===== src/hdl/mbrf_pkg.sv =====
// Shared types, constants and helpers for the Modbus ASCII request framer.
package mbrf_pkg;

    // Binary content of one frame, in transmit order (station sent first).
    typedef struct packed {
        logic [7:0] station;
        logic [7:0] func;
        logic [7:0] reg_hi;
        logic [7:0] reg_lo;
        logic [7:0] data_hi;
        logic [7:0] data_lo;
        logic [7:0] lrc;
    } mbrf_frame_t;

    localparam int FRAME_BITS  = $bits(mbrf_frame_t);
    localparam int FRAME_LEN   = 17;
    localparam int POS_W       = 5;
    localparam int NIB_W       = 4;

    localparam logic [POS_W-1:0] POS_COLON = POS_W'(0);
    localparam logic [POS_W-1:0] POS_CR    = POS_W'(FRAME_LEN - 2);
    localparam logic [POS_W-1:0] POS_LF    = POS_W'(FRAME_LEN - 1);

    localparam logic       ACTION_WRITE = 1'b1;
    localparam logic [7:0] FUNC_READ    = 8'h03;
    localparam logic [7:0] FUNC_WRITE   = 8'h06;
    localparam logic [15:0] READ_COUNT  = 16'h0001;

    localparam logic [7:0] CHAR_COLON = 8'h3A;
    localparam logic [7:0] CHAR_CR    = 8'd13;
    localparam logic [7:0] CHAR_LF    = 8'd10;
    localparam logic [7:0] CHAR_ZERO  = 8'h30;
    localparam logic [7:0] CHAR_A     = 8'h41;

    // Uppercase ASCII hex digit of one nibble.
    function automatic logic [7:0] hex_char(input logic [3:0] nib);
        logic [7:0] r;
        if (nib < 4'd10) begin
            r = CHAR_ZERO + {4'd0, nib};
        end else begin
            r = CHAR_A + {4'd0, nib} - 8'd10;
        end
        return r;
    endfunction

endpackage


===== src/hdl/modbus_ascii_request_framer.sv =====
// Modbus ASCII request framer top level: front end, frame queue and byte sequencer.
//
// Each accepted request (read holding register, function 03, or write single
// register, function 06) produces one 17-byte Modbus ASCII frame on the m_
// channel: ':' then uppercase hex of station (unit_index + 1, wrapping to 00
// at 255), function, register address, data (0001 for a read, write_value
// for a write), the LRC as two hex characters, then CR and LF; m_frame_end
// marks the LF. Output runs at one byte per cycle while m_ready is high, the
// byte sequencer emitting one character per cycle. The front end builds the
// binary bytes and LRC combinationally into its output register and takes a
// new request every cycle while the frame queue (QUEUE_DEPTH frames) has
// room, so requests are absorbed while an earlier frame is still being sent.
// On an empty path a request passes the front-end register and the frame
// queue before its ':' byte is loaded into the output register. Reset is
// synchronous, active low; no other initialization is needed.
module modbus_ascii_request_framer #(
    parameter int QUEUE_DEPTH = 2
) (
    input  logic        aclk,
    input  logic        aresetn,
    input  logic        s_valid,
    output logic        s_ready,
    input  logic        s_action,
    input  logic [7:0]  s_unit_index,
    input  logic [15:0] s_register_address,
    input  logic [15:0] s_write_value,
    output logic        m_valid,
    input  logic        m_ready,
    output logic [7:0]  m_frame_char,
    output logic        m_frame_end
);
    import mbrf_pkg::*;

    // front end -> queue
    logic        f_valid, f_ready;
    mbrf_frame_t f_frame;
    // queue -> byte sequencer
    logic        q_valid, q_pop;
    mbrf_frame_t q_frame;

    mbrf_front u_front (
        .aclk               (aclk),
        .aresetn            (aresetn),
        .s_valid            (s_valid),
        .s_ready            (s_ready),
        .s_action           (s_action),
        .s_unit_index       (s_unit_index),
        .s_register_address (s_register_address),
        .s_write_value      (s_write_value),
        .f_valid            (f_valid),
        .f_ready            (f_ready),
        .f_frame            (f_frame)
    );

    // Holds built frames so the front end keeps accepting during a frame.
    mbrf_queue #(
        .DEPTH (QUEUE_DEPTH)
    ) u_queue (
        .aclk      (aclk),
        .aresetn   (aresetn),
        .in_valid  (f_valid),
        .in_ready  (f_ready),
        .in_frame  (f_frame),
        .out_valid (q_valid),
        .out_pop   (q_pop),
        .out_frame (q_frame)
    );

    // Head frame stays in the queue until its LF byte is loaded.
    mbrf_back u_back (
        .aclk         (aclk),
        .aresetn      (aresetn),
        .q_valid      (q_valid),
        .q_pop        (q_pop),
        .q_frame      (q_frame),
        .m_valid      (m_valid),
        .m_ready      (m_ready),
        .m_frame_char (m_frame_char),
        .m_frame_end  (m_frame_end)
    );

endmodule


===== src/hdl/mbrf_front.sv =====
// Request front end: builds the binary frame bytes and the LRC, one request per cycle while the queue has room.
module mbrf_front (
    input  logic                 aclk,
    input  logic                 aresetn,
    input  logic                 s_valid,
    output logic                 s_ready,
    input  logic                 s_action,
    input  logic [7:0]           s_unit_index,
    input  logic [15:0]          s_register_address,
    input  logic [15:0]          s_write_value,
    output logic                 f_valid,
    input  logic                 f_ready,
    output mbrf_pkg::mbrf_frame_t f_frame
);
    import mbrf_pkg::*;

    logic        f_valid_reg, f_valid_next;
    mbrf_frame_t f_frame_reg, f_frame_next;
    logic [15:0] data;
    logic [7:0]  sum;

    assign s_ready = !f_valid_reg || f_ready;
    assign f_valid = f_valid_reg;
    assign f_frame = f_frame_reg;

    always_comb begin
        data = (s_action == ACTION_WRITE) ? s_write_value : READ_COUNT;
        f_frame_next.station = s_unit_index + 8'd1;  // wraps at 255
        f_frame_next.func    = (s_action == ACTION_WRITE) ? FUNC_WRITE : FUNC_READ;
        f_frame_next.reg_hi  = s_register_address[15:8];
        f_frame_next.reg_lo  = s_register_address[7:0];
        f_frame_next.data_hi = data[15:8];
        f_frame_next.data_lo = data[7:0];
        sum = f_frame_next.station + f_frame_next.func + f_frame_next.reg_hi
            + f_frame_next.reg_lo + f_frame_next.data_hi + f_frame_next.data_lo;
        f_frame_next.lrc = 8'd0 - sum;
        if (s_valid && s_ready) begin
            f_valid_next = 1'b1;
        end else if (f_ready) begin
            f_valid_next = 1'b0;
        end else begin
            f_valid_next = f_valid_reg;
        end
    end

    always_ff @(posedge aclk) begin
        if (!aresetn) begin
            f_valid_reg <= 1'b0;
        end else begin
            f_valid_reg <= f_valid_next;
        end
        if (s_valid && s_ready) begin
            f_frame_reg <= f_frame_next;
        end
    end

endmodule


===== src/hdl/mbrf_queue.sv =====
// Small FIFO of built frames between the front end and the byte sequencer.
module mbrf_queue #(
    parameter int DEPTH = 2
) (
    input  logic                  aclk,
    input  logic                  aresetn,
    input  logic                  in_valid,
    output logic                  in_ready,
    input  mbrf_pkg::mbrf_frame_t in_frame,
    output logic                  out_valid,
    input  logic                  out_pop,
    output mbrf_pkg::mbrf_frame_t out_frame
);
    import mbrf_pkg::*;

    localparam int PTR_W = $clog2(DEPTH);
    localparam int CNT_W = $clog2(DEPTH + 1);
    localparam logic [PTR_W-1:0] PTR_LAST = PTR_W'(DEPTH - 1);
    localparam logic [CNT_W-1:0] CNT_FULL = CNT_W'(DEPTH);

    mbrf_frame_t      mem_reg [DEPTH];
    logic [PTR_W-1:0] wr_ptr_reg, wr_ptr_next;
    logic [PTR_W-1:0] rd_ptr_reg, rd_ptr_next;
    logic [CNT_W-1:0] count_reg, count_next;
    logic             push, pop;

    assign in_ready  = (count_reg != CNT_FULL);
    assign out_valid = (count_reg != '0);
    assign out_frame = mem_reg[rd_ptr_reg];
    assign push      = in_valid && in_ready;
    assign pop       = out_pop && out_valid;

    always_comb begin
        wr_ptr_next = wr_ptr_reg;
        rd_ptr_next = rd_ptr_reg;
        count_next  = count_reg;
        if (push) begin
            wr_ptr_next = (wr_ptr_reg == PTR_LAST) ? '0 : wr_ptr_reg + PTR_W'(1);
        end
        if (pop) begin
            rd_ptr_next = (rd_ptr_reg == PTR_LAST) ? '0 : rd_ptr_reg + PTR_W'(1);
        end
        if (push && !pop) begin
            count_next = count_reg + CNT_W'(1);
        end else if (pop && !push) begin
            count_next = count_reg - CNT_W'(1);
        end
    end

    always_ff @(posedge aclk) begin
        if (!aresetn) begin
            wr_ptr_reg <= '0;
            rd_ptr_reg <= '0;
            count_reg  <= '0;
        end else begin
            wr_ptr_reg <= wr_ptr_next;
            rd_ptr_reg <= rd_ptr_next;
            count_reg  <= count_next;
        end
        if (push) begin
            mem_reg[wr_ptr_reg] <= in_frame;
        end
    end

endmodule


===== src/hdl/mbrf_back.sv =====
// Byte sequencer: walks the 17 frame positions and drives the registered output.
module mbrf_back (
    input  logic                  aclk,
    input  logic                  aresetn,
    input  logic                  q_valid,
    output logic                  q_pop,
    input  mbrf_pkg::mbrf_frame_t q_frame,
    output logic                  m_valid,
    input  logic                  m_ready,
    output logic [7:0]            m_frame_char,
    output logic                  m_frame_end
);
    import mbrf_pkg::*;

    logic                  m_valid_reg, m_valid_next;
    logic [7:0]            char_reg, char_next;
    logic                  end_reg, end_next;
    logic [POS_W-1:0]      pos_reg, pos_next;
    logic                  load, take, last;
    logic [POS_W-1:0]      pos_m1;
    logic [NIB_W-1:0]      nib_idx;
    logic [FRAME_BITS-1:0] shifted;

    assign m_valid      = m_valid_reg;
    assign m_frame_char = char_reg;
    assign m_frame_end  = end_reg;

    assign load  = !m_valid_reg || m_ready;
    assign take  = load && q_valid;
    assign last  = (pos_reg == POS_LF);
    assign q_pop = take && last;

    always_comb begin
        // hex positions 1..14 map to nibbles 0..13 of the frame record
        pos_m1  = pos_reg - POS_W'(1);
        nib_idx = pos_m1[NIB_W-1:0];
        shifted = q_frame << {nib_idx, 2'b00};

        if (pos_reg == POS_COLON) begin
            char_next = CHAR_COLON;
        end else if (pos_reg == POS_CR) begin
            char_next = CHAR_CR;
        end else if (last) begin
            char_next = CHAR_LF;
        end else begin
            char_next = hex_char(shifted[FRAME_BITS-1 -: 4]);
        end
        end_next = last;

        pos_next     = pos_reg;
        m_valid_next = m_valid_reg;
        if (take) begin
            m_valid_next = 1'b1;
            pos_next     = last ? '0 : pos_reg + POS_W'(1);
        end else if (load) begin
            m_valid_next = 1'b0;
        end
    end

    always_ff @(posedge aclk) begin
        if (!aresetn) begin
            m_valid_reg <= 1'b0;
            pos_reg     <= '0;
        end else begin
            m_valid_reg <= m_valid_next;
            pos_reg     <= pos_next;
        end
        if (take) begin
            char_reg <= char_next;
            end_reg  <= end_next;
        end
    end

endmodule


===== config.mk =====
export PLATFORM = sky130hd
export DESIGN_NAME = modbus_ascii_request_framer
export DESIGN_NICKNAME = d
export VERILOG_FILES = /design/src/hdl/mbrf_pkg.sv /design/src/hdl/modbus_ascii_request_framer.sv /design/src/hdl/mbrf_front.sv /design/src/hdl/mbrf_queue.sv /design/src/hdl/mbrf_back.sv
export SDC_FILE = /design/constraint.sdc
export NUM_CORES = 1
export LEC_CHECK = 0
export BUFFER_PORTS_ARGS = -buffer_cell sky130_fd_sc_hd__buf_4
export CAP_MARGIN = 25
export CORE_ASPECT_RATIO = 1.75
export CORE_UTILIZATION = 54
export CTS_CLUSTER_SIZE = 40
export DETAILED_ROUTE_END_ITERATION = 6
export PLACE_DENSITY = 0.75
export SYNTH_ARGS = -nofsm -noshare
export SYNTH_HDL_FRONTEND = slang
export SYNTH_SLANG_ARGS = --single-unit

===== constraint.sdc =====
create_clock -name aclk -period 4.5 [get_ports aclk]
set_input_delay 0.9 -clock aclk [delete_from_list [all_inputs] [get_ports aclk]]
set_output_delay 0.9 -clock aclk [all_outputs]
set_load 0.01 [all_outputs]

; ---- Word level (Yosys, flattened, before mapping)
; Memory sizes are Yosys's and may differ from the RTL's. A register that Yosys moved wholly into a read port is not among the register bits.
; Index checks and enable logic that the tools add are counted.
[op_classes]
addsub = 16
magnitude_cmp = 1
eq_ne = 3
shifts = 1
n_mux = 18
n_reduce_logical = 19
[ops]
columns = op, n
row1 = 56-bit by 6-bit << shifter with 56-bit output, 1
row2 = 8-bit adder, 5
row3 = 16-bit 2-to-1 mux, 1
row4 = 6-bit 2-to-1 mux, 2
row5 = 1-bit 2-to-1 mux, 10
row6 = 7-bit by 4-bit adder with 8-bit output (first input constant), 1
row7 = 8-bit by 1-bit adder with 8-bit output (second input constant), 1
row8 = 8-bit 2-to-1 mux, 1
row9 = 2-bit nonzero test, 4
row10 = 1-bit by 8-bit subtractor with 8-bit output (first input constant), 1
row11 = 8-bit by 4-bit subtractor with 8-bit output (second input constant), 1
row12 = 6-bit by 4-bit adder with 7-bit output (first input constant), 1
row13 = 1-bit logical AND, 7
row14 = 5-bit by 1-bit adder with 5-bit output (second input constant), 1
row15 = 5-bit by 4-bit equality test with 1-bit output (second input constant), 1
row16 = 5-bit equality test (second input constant), 1
row17 = 5-bit zero test, 1
row18 = 5-bit 2-to-1 mux, 1
row19 = 1-bit zero test, 4
row20 = 4-bit < comparator (second input constant), 1
row21 = 2-bit 2-to-1 mux, 2
row22 = 4-bit by 1-bit subtractor with 4-bit output (second input constant), 1
row23 = 3-bit 2-to-1 mux, 1
row24 = 3-bit OR reduction, 1
row25 = 5 further kinds, 7
[totals]
reg_bits = 76
mem_bits_rw = 112
output_inout_bits = 11
word_cells = 75
mem_count = 1
[memory_table]
columns = memory, depth, word_bits, rd, rd_ports_with_merged_regs, write_ports, line
row1 = u_queue.mem_reg, 2, 56, 1, 1, 1, mbrf_queue.sv:21  ; mbrf_frame_t mem_reg [DEPTH];

; ---- Longest topological paths before layout
; Gate-level depths: netlist of run 1.
[logic_depth]
word_depth = 8
depth_mapped = 17
depth_no_buf = 17

; ---- Modules after synthesis
; A second synthesis of run 1 with hierarchy kept.
[hier_totals]
cells_unflattened = 515
area_unflattened_um2 = 8346.8
[modules_own_cells]
columns = mod, instances, cells_per_inst, area_per_inst_um2, seq_area_each_um2
row1 = mbrf_queue, 1, 198, 4276.6, 3463.3
row2 = mbrf_front, 1, 198, 2775.2, 1521.5
row3 = mbrf_back, 1, 119, 1295.0, 360.3

; ---- Worst setup path after synthesis of run 1
; Ideal clock, no wire load.
[synth_timing]
path_type = input to register
start = in s_action
end = reg u_front.f_frame_reg, in the netlist u_front.f_frame[6], data pin
setup_ns = 0.258
t_arrival_ns = 4.229
required_ns = 4.242
path_slack_ns = 0.014
stages = 15
path_buffers = 1
cell_sequence = clkbuf_1 > nand2_1 > fa_1 > inv_1 > fa_1 > inv_1 > fa_1 > fa_1 > ha_1 > inv_1 > fa_1 > inv_1 > a21o_1 > a21oi_1 > xnor2_1
[synth_rtl]
columns = item, line
row1 = from (decl), modbus_ascii_request_framer.sv:23  ; input logic s_action,
row2 = to (signal assigned), mbrf_front.sv:53  ; f_frame_reg <= f_frame_next;
row3 = to (decl), mbrf_front.sv:18  ; mbrf_frame_t f_frame_reg, f_frame_next;

==> impl_metrics.yaml, run 1 <==
run_status:
  status: "complete, no violations"
power_and_ir_drop:
  p_comb_share_pct: 22.9
  vdd_drop_max_mv: 0.310
  p_leak_nw: 3.40
  switching_share_pct: 28.1
  power.internal_mw: 3.18
  clkPwrFrac_pct: 32.1
  power_density_nw_per_um2: 492
  p_seq_share_pct: 44.9
  power_switching_mw: 1.24
logic_synthesis:
  yosys_most_used_dff: "edfxtp_1"
  synth.cell_area_um2: 7700
  synth_cells: 473
  syn_area_per_cell_um2: 16.3
  ys_types: 63
  syn_nets: 562
  synth-seq-cells: 170
  ys_seq_area_share_pct: 64.7
  synth_edf_count: 158
  ys_async_sr_fraction_pct: 0
  ys_warn_count: 0
sta:
  fin_ws_ns: 0.189
  rsz0062_at_grt: "no"
  setup_viol: 0
  min_period_over_period_pct: 95.8
  final.setup.tns_ns: 0
  finClkSkew_ns: 0.00862
  tightest_slew_ns: 0.902
  report.final.slew_viol_count: 0
  fin_crit_ns: 4.31
  fmax_mhz: 232
  max-slew-margin-rel_pct: 39.7
  hold_viol_final: 0
route:
  vias_per_cell: 5.63
  dr.first_iter.drc_count: 235
  drc: 0
  wl_um: 14700
  dr.pass1.iters: 4
  final_antenna_net_count: 0
  num_vias: 4179
  post_drt_wl_per_cell_um: 19.8
floorplan:
  rows: 57
  io_pins: 56
  die_area_um2: 14800
  die_h_um: 160
  fp.dieW_um: 92.3
  fp.coreArea_um2: 13900
  start_util_pct: 55.4
layout:
  fillers: 981
  fin_area_um2: 8970
  area_growth_syn_to_layout_pct: 16.5
  regArea_um2: 4980
  drive_gt1_share_pct: 24.1
  nNetsFinal: 641
  largest_reg_flops: 100
  multi_input_area_um2: 2400
  antenna_cells: 0
grt:
  grt_pass1_wl_um: 23200
  antenna_found_initial: 0
  track_usage_pct: 21.8
  grt_max_degree: 33
  first_global_vias: 4540
  grt-ovfl-total: 0
cts:
  path_clk_slew_ns: 0.07
  cts_setup_buffers: 0
  numCtsBuffers: 17
  cts_buffer_depth: 2
  ctsResizeCount: 0
  root_buffer: "clkbuf_16"
  cts_tree: "built"
  cts_sinks: 170
  insertion_delay_ns: 0.42
  htree_levels: 4
  cts_hold_buf: 0
worst_setup_path:
  cp_num_buf_inv: 4
  cpMaxStageDelayCell: "fa_1"
  worstPathMaxFanout: 4
  cp.required_ns: 4.66
  path_delay_family: "adder cells"
  path_cells: "buf_4 > ha_1 > nand3_1 > nor2_1 > xor2_1 > inv_1 > fa_1 > inv_1 > fa_1 > inv_1 > fa_1 > ha_1 > xor2_1 > xnor2_1 > xnor2_1 > xnor2_1 > xnor2_1 > xnor2_1"
  end_kind: "register"
  slowest_delay_ns: 0.49
  critPathLaunchType: "input pin"
  cp_common_cell: "xnor2_1"
  path_class: "in2reg"
  critPathArrivalTime_ns: 4.48
placed_design:
  io_buffers: 54
  dp_hpwl_um: 10700
  placed_area_um2: 8390
  dp_slack_ns: -0.185
  finalWeightedCongestion: 0.839
flow_run:
  maxCapViolCount: 0
min_path:
  hold_class: "reg2reg"
[cell families after synthesis]
family / Yosys count / share of synthesized area, %
AO/OA/AOI/OAI: 43 / 4.22
XOR/XNOR: 25 / 2.94
adder cells (fa/ha/maj): 44 / 9.29
buffers and inverters: 69 / 4.16
flip-flops: 170 / 64.7
multiplexers: 31 / 8.34
other: 1 / 0.0487
AND/OR/NAND/NOR: 90 / 6.26
[final cells by class]
class                      instances  share of cell area [%]
clock buffer                      17                    4.74
clock inverter                    15                    1.72
inverter                          56                    2.34
multi-input combinational        234                    26.8
sequential                       170                    55.5
tap                              177                    2.47
timing repair buffer              73                    6.39
[cell usage after synthesis (4+ instances only)]
| library cell | count | area (um^2) |
|---|---|---|
| nand2_1 | 20 | 75.1 |
| xor2_1 | 6 | 52.6 |
| a21oi_1 | 9 | 45.0 |
| mux2_2 | 5 | 56.3 |
| xnor2_1 | 18 | 158 |
| dfxtp_1 | 12 | 240 |
| edfxtp_1 | 158 | 4740 |
| nand4_1 | 4 | 25.0 |
| nor2_1 | 14 | 52.6 |
| and3_1 | 5 | 31.3 |
| ha_1 | 22 | 275 |
| inv_1 | 56 | 210 |
| nor3_1 | 6 | 30.0 |
| mux4_2 | 13 | 293 |
| fa_1 | 22 | 440 |
| buf_6 | 5 | 56.3 |
| mux4_1 | 10 | 263 |
| and2_1 | 16 | 100 |
| nand3_1 | 7 | 35.0 |
| nor2b_1 | 4 | 25.0 |
[per-layer routing]
layer / vias to the layer above / global-route usage, % / wire length (um)
met5: - / 0 / 0
met1: 2082 / 22.9 / 5170
met2: 147 / 40.1 / 8360
met3: 38 / 3.95 / 520
li1: 1912 / - / -
met4: 0 / 12.4 / 611
[worst paths after layout]
| kind | depth (start not counted) | to | slack (ns) | from |
|---|---|---|---|---|
| max reg2reg | 10 | u_back.m_frame_char[2] | 1.47 | u_back.pos_reg[1] |
| min reg2reg | 0 | u_queue.mem_reg[1][38] | 0.45 | u_front.f_frame[38] |
| min | 0 | u_queue.mem_reg[1][38] | 0.45 | u_front.f_frame[38] |
| max | 18 | u_front.f_frame[7] | 0.19 | s_unit_index[0] |
[cells in the final DEF, fill, tap and decap left out, types with 2 or more instances in the layout]
cell type | synthesis | layout
a2111o_1 | 2 | 2
a21boi_0 | 3 | 3
a21o_1 | 2 | 2
a21oi_1 | 9 | 9
a221oi_1 | 2 | 2
a31oi_1 | 2 | 2
and2_1 | 16 | 15
and3_1 | 5 | 4
buf_12 | 1 | 2
buf_4 | 1 | 71
clkbuf_16 | 0 | 17
clkinv_2 | 0 | 2
dfxtp_1 | 12 | 12
edfxtp_1 | 158 | 158
fa_1 | 22 | 22
ha_1 | 22 | 22
inv_1 | 56 | 56
inv_6 | 0 | 6
inv_8 | 0 | 4
mux2_2 | 5 | 5
mux2i_1 | 3 | 3
mux4_1 | 10 | 10
mux4_2 | 13 | 13
nand2_1 | 20 | 20
nand2b_1 | 2 | 2
nand3_1 | 7 | 7
nand4_1 | 4 | 4
nor2_1 | 14 | 13
nor2b_1 | 4 | 4
nor3_1 | 6 | 6
o21ai_0 | 2 | 2
o21ai_1 | 3 | 3
o31a_1 | 2 | 2
o31ai_1 | 2 | 2
xnor2_1 | 18 | 18
xor2_1 | 6 | 6
[through the flow]
step | power, mW | hold WS [ns] | utilization (%) | instances
2_1_floorplan | 2.68 | 0.421 | - | 473
3_3_place_gp | 2.95 | 0.423 | 60.2 | 709
4_1_cts | 4.43 | 0.446 | 64.5 | 742
3_5_place_dp | 3.00 | 0.431 | 60.4 | 710
6_report | 4.42 | 0.447 | 64.5 | 742
5_1_grt | 4.60 | 0.453 | 64.5 | 742
[power groups by stage]
stage	combinational, mW	sequential (mW)	clock, mW
floorplan	0.679	2.00	0
global placement	0.942	2.00	0
detailed placement	0.980	2.02	0
CTS	1.01	1.98	1.44
global route	1.11	1.99	1.49
finish	1.01	1.98	1.42
No activity file was read; power rests on OpenSTA's default activity.
==> inputs of run 2 (changes only) <==
--- a/config.mk
+++ b/config.mk
@@ -12,6 +12,7 @@
 export CTS_CLUSTER_SIZE = 40
 export DETAILED_ROUTE_END_ITERATION = 6
 export PLACE_DENSITY = 0.75
+export REMOVE_ABC_BUFFERS = 1
 export SYNTH_ARGS = -nofsm -noshare
 export SYNTH_HDL_FRONTEND = slang
 export SYNTH_SLANG_ARGS = --single-unit
==> constraint.sdc (replaced) <==
create_clock -name aclk -period 3.6 [get_ports aclk]
set_input_delay 0.72 -clock aclk [delete_from_list [all_inputs] [get_ports aclk]]
set_output_delay 0.72 -clock aclk [all_outputs]
set_load 0.01 [all_outputs]
==> run 2 against run 1 <==
The flow now finishes with violations (negative setup slack). Setup slack lost 0.50 ns. Utilization grew 2.6 points. Global-route usage grew 0.32 points. Critical endpoint unchanged. Largest power group unchanged. Highest routed layer unchanged.
==> impl_metrics.yaml, run 2 (synthesis gave the netlist of run 1 again) <==
cts:
  numCtsBuffers: 17
  cts_tree: "built"
  insertion_delay_ns: 0.43
  cts_sinks: 170
  htree_levels: 4
  root_buffer: "clkbuf_16"
  cts_hold_buf: 0
  cts_buffer_depth: 2
  path_clk_slew_ns: 0.07
min_path:
  hold_class: "reg2reg"
  min_from: "u_front.f_frame[24]"
  hold_depth: 0
run_status:
  violations: "negative setup slack"
  status: "complete, but fails checks"
floorplan:
  io_pins: 56
  die_area_um2: 14800
  fp.coreArea_um2: 13900
  start_util_pct: 55.4
  fp.dieW_um: 92.3
  rows: 57
  die_h_um: 160
layout:
  layout.cells.non_filler: 759
  antenna_cells: 0
  layout_common_cells: "158 x edfxtp_1, 82 x buf_4, 45 x inv_1"
  area_growth_syn_to_layout_pct: 21.2
  layout_commonest_cell: "edfxtp_1"
  drive_gt1_share_pct: 32.3
  fin_area_um2: 9330
  nNetsFinal: 658
  largest_reg_flops: 100
route:
  dr.first_iter.drc_count: 197
  vias_per_cell: 5.50
  wl_um: 15000
  dr.pass1.iters: 5
  final_antenna_net_count: 0
  drc: 0
  post_drt_wl_per_cell_um: 19.8
  num_vias: 4171
placed_design:
  io_buffers: 54
  finalWeightedCongestion: 0.886
  placed_area_um2: 8490
  dp_hpwl_um: 10200
  placed_cells: 721
worst_setup_path:
  critPathArrivalTime_ns: 4.09
  end_kind: "register"
  crit_start: "s_unit_index[0]"
  path_class: "in2reg"
  critPathLaunchType: "input pin"
  reg2reg_from: "u_back.pos_reg[1]"
  worstPathMaxFanout: 3
  r2r_cells: 10
  cp.required_ns: 3.78
grt:
  antenna_found_initial: 0
  grt_max_degree: 52
  grt-ovfl-total: 0
  track_usage_pct: 22.1
  grt_pass1_wl_um: 23700
  first_global_vias: 4528
power_and_ir_drop:
  p_leak_nw: 3.50
  power_density_nw_per_um2: 621
  power_mw: 5.79
  vdd_drop_max_mv: 0.346
sta:
  max-slew-margin-rel_pct: 51.5
  finClkSkew_ns: 0.0132
  rsz0062_at_grt: "yes"
  hold_slack_ns: 0.446
  fmax_mhz: 255
  min_period_over_period_pct: 109
  hold_viol_final: 0
  fin_ws_ns: -0.315
  tightest_slew_ns: 0.722
  report.final.slew_viol_count: 0
  setup_viol: 5
  fin_crit_ns: 3.91
flow_run:
  maxCapViolCount: 0
run 2: changes by cell type in the layout (fill, tap and decap cells not counted), moves of 5 or more:
cell,previous run,this run
xnor2_1,18,13
inv_2,0,11
ha_4,0,7
buf_4,71,82
inv_1,56,45
ha_1,22,13
run 2: final timing paths:
check	to	slack, ns
max reg2reg	u_back.m_frame_char[2]	0.54
min reg2reg	u_queue.mem_reg[0][24]	0.45
min	u_queue.mem_reg[0][24]	0.45
max	u_front.f_frame[7]	-0.31
run 2: final cells by class:
class | count | area (um^2)
Sequential cell | 170 | 4980
Multi-Input combinational cell | 234 | 2610
Clock buffer | 17 | 425
Timing Repair Buffer | 90 | 743
Inverter | 56 | 210
Tap cell | 177 | 221
Clock inverter | 15 | 140
Fill cell | 922 | 4570
run 2: worst max-delay path: stages:
cell and delay [ns]:
buf_8 0.08, ha_4 0.14, nand3_4 0.07, nor2_4 0.08, xor2_1 0.17, inv_1 0.08, fa_1 0.49, inv_2 0.04
fa_1 0.51, inv_2 0.04, fa_1 0.45, ha_2 0.19, xor2_1 0.16, xnor2_1 0.22, xnor2_1 0.12, xnor2_1 0.24
xnor2_1 0.19, xnor2_1 0.09
run 2: metrics by stage:
step	utilization, %	TNS (ns)	setup WS (ns)
after global placement	60.9	-3.55	-0.854
after global routing	67.1	-1.08	-0.505
after floorplan	-	-1.57	-0.556
after CTS	66.6	-0.720	-0.310
after detailed placement	61.0	-4.02	-0.957
final	67.1	-0.697	-0.315
run 2: what timing repair did:
| item | 4_1_cts | 5_1_grt |
|---|---|---|
| pin swaps | 37 | 26 |
| endpoints found under the setup margin | 5 | 5 |
| gates resized for setup | 43 | 8 |
| setup buffers | 5 | 3 |
run 2: routing by layer:
layer / GRT usage (%) / vias up / part of all wire [%] / routed length, um
met4: 12.6 / 0 / 3.1 / 468
li1: - / 1956 / - / -
met5: 0 / - / 0 / 0
met3: 3.62 / 29 / 3.0 / 454
met1: 23.6 / 2073 / 34 / 5140
met2: 40.5 / 113 / 60 / 8940
run 2: power breakdown:
part	switching (mW)	internal [mW]	total [mW]
registers	0.0645	2.41	2.48
clock network	0.778	0.965	1.74
logic	0.807	0.765	1.57
total	1.65	4.14	5.79
